--- src/design/wdll_pkg.sv ---
// Shared constants and codes for the least-loaded worker dispatcher.
package wdll_pkg;

  localparam int MAX_WORKERS = 16;
  localparam int COUNT_BITS  = 16;

  // Fixed field widths of the ports
  localparam int ID_W     = 4;
  localparam int WCOUNT_W = 5;
  localparam int STATUS_W = 2;
  localparam int CFG_IDX_W  = 1;
  localparam int CFG_DATA_W = 5;

  // Internal widths
  localparam int IDX_W = $clog2(MAX_WORKERS);
  localparam int N_W   = $clog2(MAX_WORKERS + 1);

  localparam logic [COUNT_BITS-1:0] COUNT_MAX = {COUNT_BITS{1'b1}};

  typedef logic [COUNT_BITS-1:0] count_t;

  // Operation codes
  localparam logic OP_ASSIGN  = 1'b0;
  localparam logic OP_RELEASE = 1'b1;

  // Policy codes
  localparam logic POLICY_RR = 1'b0;
  localparam logic POLICY_LL = 1'b1;

  // Configuration register indexes
  localparam logic [CFG_IDX_W-1:0] CFG_POLICY_MODE  = 1'd0;
  localparam logic [CFG_IDX_W-1:0] CFG_WORKER_COUNT = 1'd1;

  // Result status codes
  localparam logic [STATUS_W-1:0] ST_OK        = 2'd0;
  localparam logic [STATUS_W-1:0] ST_INVALID   = 2'd1;
  localparam logic [STATUS_W-1:0] ST_SATURATED = 2'd2;

endpackage

--- src/design/worker_dispatch_least_loaded.sv ---
// Top level of the job dispatcher: per-worker load counts, policy pick and update.
//
//  channel | ports                                         | handshake
//  --------+-----------------------------------------------+--------------------------
//  input   | in_operation, in_use_preferred, in_worker_id  | start & !busy
//  result  | out_chosen_worker, out_start_worker,          | out_valid, one cycle
//          | out_stop_worker, out_status                   |
//  config  | cfg_we, cfg_index, cfg_wdata                  | cfg_we, no wait
//
// Path: a release or a preferred assign goes from S_IDLE straight to S_UPD, and
// out_valid is registered from S_UPD. A round robin assign first passes S_RRMOD,
// whose subtract loop wraps the pointer into range. A least loaded assign first
// passes S_SCAN, which reads one count a cycle through the single count read port
// and one shared compare.
// Reset (rst_n low at a clock edge) clears all counts, running flags, the round
// robin pointer and the registers (policy 0, sixteen workers).
// The receiver cannot stall: each result shows for exactly one cycle.
module worker_dispatch_least_loaded (
  input  logic                          clk,
  input  logic                          rst_n,
  input  logic                          start,
  output logic                          busy,
  input  logic                          in_operation,
  input  logic                          in_use_preferred,
  input  logic [wdll_pkg::ID_W-1:0]     in_worker_id,
  output logic                          out_valid,
  output logic [wdll_pkg::ID_W-1:0]     out_chosen_worker,
  output logic                          out_start_worker,
  output logic                          out_stop_worker,
  output logic [wdll_pkg::STATUS_W-1:0] out_status,
  input  logic                          cfg_we,
  input  logic [wdll_pkg::CFG_IDX_W-1:0]  cfg_index,
  input  logic [wdll_pkg::CFG_DATA_W-1:0] cfg_wdata
);
  import wdll_pkg::*;

  // Sequencer states
  localparam logic [1:0] S_IDLE  = 2'd0;
  localparam logic [1:0] S_RRMOD = 2'd1;  // wrap round robin pointer into range
  localparam logic [1:0] S_SCAN  = 2'd2;  // one count compared per cycle
  localparam logic [1:0] S_UPD   = 2'd3;  // read-modify-write of the chosen count

  logic [1:0]          state_r, state_nxt;

  // Worker state
  count_t              load_r [MAX_WORKERS];
  logic [MAX_WORKERS-1:0] running_r;
  logic [IDX_W-1:0]    next_rr_r, next_rr_nxt;

  // Configuration
  logic                policy_r;
  logic [WCOUNT_W-1:0] wcount_r;

  // Latched transaction
  logic                op_r;
  logic                pref_r;
  logic [ID_W-1:0]     id_r;
  logic [N_W-1:0]      n_r;

  // Working registers
  logic [N_W-1:0]      rr_w_r, rr_w_nxt;
  logic [N_W-1:0]      scan_idx_r, scan_idx_nxt;
  logic [IDX_W-1:0]    best_idx_r, best_idx_nxt;
  count_t              best_val_r, best_val_nxt;
  logic [IDX_W-1:0]    w_r, w_nxt;

  // Result registers
  logic                out_valid_r;
  logic [ID_W-1:0]     out_worker_r;
  logic                out_start_r;
  logic                out_stop_r;
  logic [STATUS_W-1:0] out_status_r;

  logic                accept;
  logic [N_W-1:0]      n_cur;
  logic [IDX_W-1:0]    rd_addr;
  count_t              cnt_rd;
  logic                scan_less;
  logic [IDX_W-1:0]    scan_pick;
  logic                id_bad;

  // Update results
  logic                upd_we;
  count_t              upd_cnt;
  logic                upd_run_we;
  logic                upd_run_val;
  logic [ID_W-1:0]     res_worker;
  logic                res_start;
  logic                res_stop;
  logic [STATUS_W-1:0] res_status;

  // Take a transaction only when not busy
  assign accept = start && !busy;

  // Clamp the worker count into 1..MAX_WORKERS
  always_comb begin
    if (wcount_r == '0) begin
      n_cur = N_W'(1);
    end else if (int'(wcount_r) > MAX_WORKERS) begin
      n_cur = N_W'(MAX_WORKERS);
    end else begin
      n_cur = N_W'(wcount_r);
    end
  end

  // Single read port of the count array
  assign rd_addr   = (state_r == S_SCAN) ? scan_idx_r[IDX_W-1:0] : w_r;
  assign cnt_rd    = load_r[rd_addr];

  // Shared compare of the scan
  assign scan_less = cnt_rd < best_val_r;
  assign scan_pick = scan_less ? scan_idx_r[IDX_W-1:0] : best_idx_r;

  assign id_bad    = int'(id_r) >= int'(n_r);

  // Pointer after a policy pick: the next worker, wrapping at n
  function automatic logic [IDX_W-1:0] rr_after(input logic [IDX_W-1:0] p,
                                                 input logic [N_W-1:0]   n);
    logic [N_W:0] p1;
    p1 = (N_W+1)'(p) + (N_W+1)'(1);
    return (p1 == (N_W+1)'(n)) ? '0 : IDX_W'(p1);
  endfunction

  // Update of the chosen worker
  always_comb begin
    upd_we      = 1'b0;
    upd_cnt     = cnt_rd;
    upd_run_we  = 1'b0;
    upd_run_val = 1'b0;
    res_worker  = ID_W'(w_r);
    res_start   = 1'b0;
    res_stop    = 1'b0;
    res_status  = ST_OK;
    if (op_r == OP_ASSIGN) begin
      if (pref_r && id_bad) begin
        res_worker = id_r;
        res_status = ST_INVALID;
      end else begin
        if (cnt_rd == COUNT_MAX) begin
          res_status = ST_SATURATED;
        end else begin
          upd_we  = 1'b1;
          upd_cnt = cnt_rd + count_t'(1);
        end
        if (!running_r[w_r]) begin
          upd_run_we  = 1'b1;
          upd_run_val = 1'b1;
          res_start   = 1'b1;
        end
      end
    end else begin
      res_worker = id_r;
      if (id_bad || cnt_rd == '0) begin
        res_status = ST_INVALID;
      end else begin
        upd_we  = 1'b1;
        upd_cnt = cnt_rd - count_t'(1);
        if (cnt_rd == count_t'(1)) begin
          upd_run_we  = 1'b1;
          upd_run_val = 1'b0;
          res_stop    = 1'b1;
        end
      end
    end
  end

  // Sequencer
  always_comb begin
    state_nxt    = state_r;
    next_rr_nxt  = next_rr_r;
    rr_w_nxt     = rr_w_r;
    scan_idx_nxt = scan_idx_r;
    best_idx_nxt = best_idx_r;
    best_val_nxt = best_val_r;
    w_nxt        = w_r;
    unique case (state_r)
      S_IDLE: begin
        if (accept) begin
          w_nxt        = IDX_W'(in_worker_id);
          rr_w_nxt     = N_W'(next_rr_r);
          scan_idx_nxt = '0;
          best_idx_nxt = '0;
          best_val_nxt = COUNT_MAX;
          if (in_operation == OP_RELEASE || in_use_preferred) begin
            state_nxt = S_UPD;
          end else if (policy_r == POLICY_LL) begin
            state_nxt = S_SCAN;
          end else begin
            state_nxt = S_RRMOD;
          end
        end
      end
      S_RRMOD: begin
        if (rr_w_r >= n_r) begin
          rr_w_nxt = rr_w_r - n_r;
        end else begin
          w_nxt       = rr_w_r[IDX_W-1:0];
          next_rr_nxt = rr_after(rr_w_r[IDX_W-1:0], n_r);
          state_nxt   = S_UPD;
        end
      end
      S_SCAN: begin
        best_idx_nxt = scan_pick;
        if (scan_less) begin
          best_val_nxt = cnt_rd;
        end
        scan_idx_nxt = scan_idx_r + N_W'(1);
        if (scan_idx_r == n_r - N_W'(1)) begin
          w_nxt       = scan_pick;
          next_rr_nxt = rr_after(scan_pick, n_r);
          state_nxt   = S_UPD;
        end
      end
      S_UPD: begin
        state_nxt = S_IDLE;
      end
      default: begin
        state_nxt = S_IDLE;
      end
    endcase
  end

  always_ff @(posedge clk) begin
    if (!rst_n) begin
      state_r     <= S_IDLE;
      next_rr_r   <= '0;
      running_r   <= '0;
      policy_r    <= POLICY_RR;
      wcount_r    <= WCOUNT_W'(16);
      out_valid_r <= 1'b0;
      for (int i = 0; i < MAX_WORKERS; i++) begin
        load_r[i] <= '0;
      end
    end else begin
      state_r     <= state_nxt;
      next_rr_r   <= next_rr_nxt;
      out_valid_r <= (state_r == S_UPD);
      if (cfg_we) begin
        unique case (cfg_index)
          CFG_POLICY_MODE:  policy_r <= cfg_wdata[0];
          CFG_WORKER_COUNT: wcount_r <= cfg_wdata[WCOUNT_W-1:0];
          default: ;
        endcase
      end
      if (state_r == S_UPD) begin
        if (upd_we) begin
          load_r[w_r] <= upd_cnt;
        end
        if (upd_run_we) begin
          running_r[w_r] <= upd_run_val;
        end
      end
    end
  end

  // Payload registers: no reset needed
  always_ff @(posedge clk) begin
    rr_w_r     <= rr_w_nxt;
    scan_idx_r <= scan_idx_nxt;
    best_idx_r <= best_idx_nxt;
    best_val_r <= best_val_nxt;
    w_r        <= w_nxt;
    if (accept) begin
      op_r   <= in_operation;
      pref_r <= in_use_preferred;
      id_r   <= in_worker_id;
      n_r    <= n_cur;
    end
    if (state_r == S_UPD) begin
      out_worker_r <= res_worker;
      out_start_r  <= res_start;
      out_stop_r   <= res_stop;
      out_status_r <= res_status;
    end
  end

  assign busy              = (state_r != S_IDLE) || out_valid_r;
  assign out_valid         = out_valid_r;
  assign out_chosen_worker = out_worker_r;
  assign out_start_worker  = out_start_r;
  assign out_stop_worker   = out_stop_r;
  assign out_status        = out_status_r;

endmodule
--- config.mk ---
export PLATFORM = sky130hd
export DESIGN_NAME = worker_dispatch_least_loaded
export DESIGN_NICKNAME = d
export VERILOG_FILES = /design/src/design/wdll_pkg.sv /design/src/design/worker_dispatch_least_loaded.sv
export SDC_FILE = /design/constraint.sdc
export NUM_CORES = 1
export LEC_CHECK = 0
export BUFFER_PORTS_ARGS = -buffer_cell sky130_fd_sc_hd__buf_2
export CORE_ASPECT_RATIO = 0.5
export CORE_MARGIN = 10
export CORE_UTILIZATION = 30
export CTS_CLUSTER_DIAMETER = 50
export CTS_CLUSTER_SIZE = 14
export DETAILED_ROUTE_END_ITERATION = 8
export GPL_TIMING_DRIVEN = 0
export PLACE_DENSITY = 0.53
export SLEW_MARGIN = 5
export SYNTH_ARGS = -nofsm -noshare
export SYNTH_HDL_FRONTEND = slang
export SYNTH_SLANG_ARGS = --single-unit
--- constraint.sdc ---
create_clock -name clk -period 11.2 [get_ports clk]
set_input_delay 1.68 -clock clk [delete_from_list [all_inputs] [get_ports clk]]
set_output_delay 1.68 -clock clk [all_outputs]
set_load 0.01 [all_outputs]
==> results.md <==
- Syn Nets: 1383
- Core area: 0.05556 mm²
- Req. time, crit path: 11.18 ns
- CTS resizes: 0
- Ratio of final minimum period to clock period: 72.67%
- First-pass GRT wire length: 73.14 mm
- Pins Over Slew Limit: 0
- Synth cell count leaders: edfxtp_1, nor2_1, nand2_1
- Async set or reset register ratio after synthesis: 0%
- Post-CTS setup repair buffer count: 0
- Root buffer selected by CTS: clkbuf_16
- RSZ-0062 raised after global routing: false
- Io pins: 26
- Crit-path cells: inv_1, ha_1, buf_2, mux2i_4, clkbuf_1, nor2_1, nand3_1, o2111a_1, or2_1, clkbuf_1, clkbuf_1, ha_1, a21boi_1, nand2_1, nor4_4, a2bb2oi_2, nor3_1, nand2_1, buf_2, nand2_1
- Initial antenna violation count: 0
- CTS Buf Count: 35
- Main synth FF type: edfxtp_1
- Synth unique cells: 82
- Vias in the first global route: 11084
- Max Root-Sink Buffers: 3
- GRT Util Overall: 14.37%
- Final #Nets: 1445
- Multi-input gate area: 0.006416 mm²
- Hpwl dp: 33.92 mm
- Via count: 11232
- Ratio of cells with drive above 1 in the final layout: 17.01%
- Final WL: 48.79 mm
- Fin Setup TNS: 0 ns
- Most frequent cell after synthesis: edfxtp_1
- CP max stage cell: clkbuf_1
- Seq cells post-synth: 338
- Slew @ Worst Pin: 1.152 ns
- Setup Skew: 0.04156 ns
- Clock sink total: 338
- Fin crit period: 8.139 ns
- CP max stage delay: 0.91 ns
- EDFF count, synth: 309
- Setup slack after layout: 3.061 ns
- DRT iter0 DRCs: 947
- Worst slack at placement: 3.256 ns
- Grt ovf: 0
- Pwr Density: 314.7 mW/mm²
- CP Max Fanout: 16
- Starting Density: 30.32%
- Antenna cell count: 0
- Dpl cells: 2108
- GP Congestion: 0.8301
- Residual DRC: 0
- Max cap viols: 0
- Endpoint class of the critical path: flop
- Outcome: finished clean
- Leading area contributor after synthesis: edfxtp_1
- Crit path DAT: 8.12 ns
- Area growth, synth to finish: 13.47%
- Slew HR: 23.20%
- Die W: 355.2 µm
- Setup-failing EPs final: 0
- Highest clock rate: 0.1229 GHz
- Top-area cell type share of the netlist area: 55.07%
- Final hold violation count: 0
- DR pass1 iterations: 5
- Synth Warn #: 0
- Post-DR wirelength/cell: 22.58 µm
- CTS clk-pin slew, worst paths: 0.06 ns
- Rows: 61
- Worst-Skew Late Latency: 0.55 ns
- Largest net degree at the start of global routing: 17
- H-tree levels: 2
- Hold_buf cts: 0
- CTS tree: yes
- Startpoint types: flop
- Syn Std Cell Area: 0.01685 mm²
- Hold WC Path Type: flop to flop
- Die area: 0.06662 mm²
- Fill cell count: 5547
- Post-place instance area: 0.01793 mm²
- Sequential area share after synthesis: 58.52%
- Cell count after synthesis: 1327
- Final core utilization: 34.41%
- Reg area: 0.009859 mm²
- Layout Cells excl Fill: 2161
- WS Path Type: flop to flop
- Final instance area: 0.01912 mm²
- Die height: 187.6 µm
- Vias per std cell: 5.198
- I/O Buffers: 24
- Top area cells in the synthesized netlist: edfxtp_1, mux4_2, nor2_1
- Leak Pwr: 0.006822 µW
- Avg Cell Area, Syn: 12.70 µm²
- Worst vdd ir: 147.0 µV
- ANT nets after route: 0
-- flip-flops by register name (all words and copies together), names as in the netlist --
signal and cells:
load_r 256, best_val_r 16, running_r 16, n_r 5, rr_w_r 5, scan_idx_r 5
wcount_r 5, best_idx_r 4, id_r 4, next_rr_r 4, out_chosen_worker 4, w_r 4
out_status 2, state_r 2, op_r 1, out_start_worker 1, out_stop_worker 1, out_valid 1
policy_r 1, pref_r 1
-- worst paths after layout --
path	slack [ns]	endpoint	cells after the start	startpoint
max	3.06	load_r[7][14]	20	state_r[0]
min reg2reg	0.48	wcount_r[1]	2	wcount_r[1]
max reg2reg	3.06	load_r[7][14]	20	state_r[0]
min	0.48	wcount_r[1]	2	wcount_r[1]
-- stage by stage --
stage / hold WS (ns) / power, µW
after global placement: 0.4704 / 4765
after global routing: 0.5178 / 6340
after CTS: 0.4866 / 6014
final: 0.4771 / 6017
after floorplan: 0.4464 / 3729
after detailed placement: 0.4783 / 4771
-- power breakdown --
| part | leakage [µW] | switching [µW] | internal [µW] |
|---|---|---|---|
| registers | 0.00336 | 76.3 | 1530 |
| logic | 0.00289 | 2170 | 998 |
| clock network | 0.000571 | 520 | 718 |
-- placed cells by master, fill, tap and decap left out, types with 5 or more instances in the layout --
cell,count
o21ai_0,11
o31ai_1,15
buf_2,59
mux2_2,13
nand2b_1,12
buf_6,6
nor3_1,13
bufinv_16,6
edfxtp_1,309
clkbuf_1,34
ha_1,39
nand4_1,12
a31oi_1,7
nand3_1,37
dfxtp_1,29
xor2_1,14
a21boi_0,6
o211ai_1,17
nor2_1,290
clkbuf_16,35
a21oi_1,23
and2_1,13
xnor2_1,15
nor2b_1,13
o41ai_1,7
mux2i_1,36
a22oi_2,7
a22oi_1,16
a21o_1,8
mux4_2,66
nor3b_1,6
inv_1,47
nand2_1,81
nor4_1,5
-- final cells by class --
class	count	area share, %
plain buffers	80	2.094
repair buffers	25	0.7068
flip-flops and latches	338	51.57
clock buffers	36	4.601
well taps	756	4.948
inverters	47	0.9228
clock inverters	17	1.597
multi-input cells	862	33.56
-- layer usage --
| layer | up-vias | routed length, µm | part of all wire, % | GRT usage, % |
|---|---|---|---|---|
| met2 | 401 | 22460 | 46 | 23.23 |
| met4 | 0 | 955 | 2.0 | 3.228 |
| met5 | - | 0 | 0 | 0 |
| li1 | 5045 | - | - | - |
| met1 | 5718 | 22230 | 46 | 20.07 |
| met3 | 68 | 3147 | 6.4 | 2.281 |
-- worst max-delay path, delay by kind of cell, from the launching register on --
kind,cells,cell delay (ns)
AO/OA/AOI/OAI,3,1.20
adder cells (fa/ha/maj),2,0.46
multiplexers,1,0.59
flip-flops,1,0.34
buffers and inverters,6,2.65
AND/OR/NAND/NOR,8,2.33
-- cell families after synthesis --
kind of cell	count (synthesis)	share of synthesized area, %
muxes	118	12.19
and+or+nand+nor	512	13.75
buffers and inverters	127	3.423
xor gates and xnor gates	32	1.797
AOI/OAI and AO/OA	160	7.315
adders and majority gates	40	3.015
DFF	338	58.52
(Power assumes the default switching activity.)
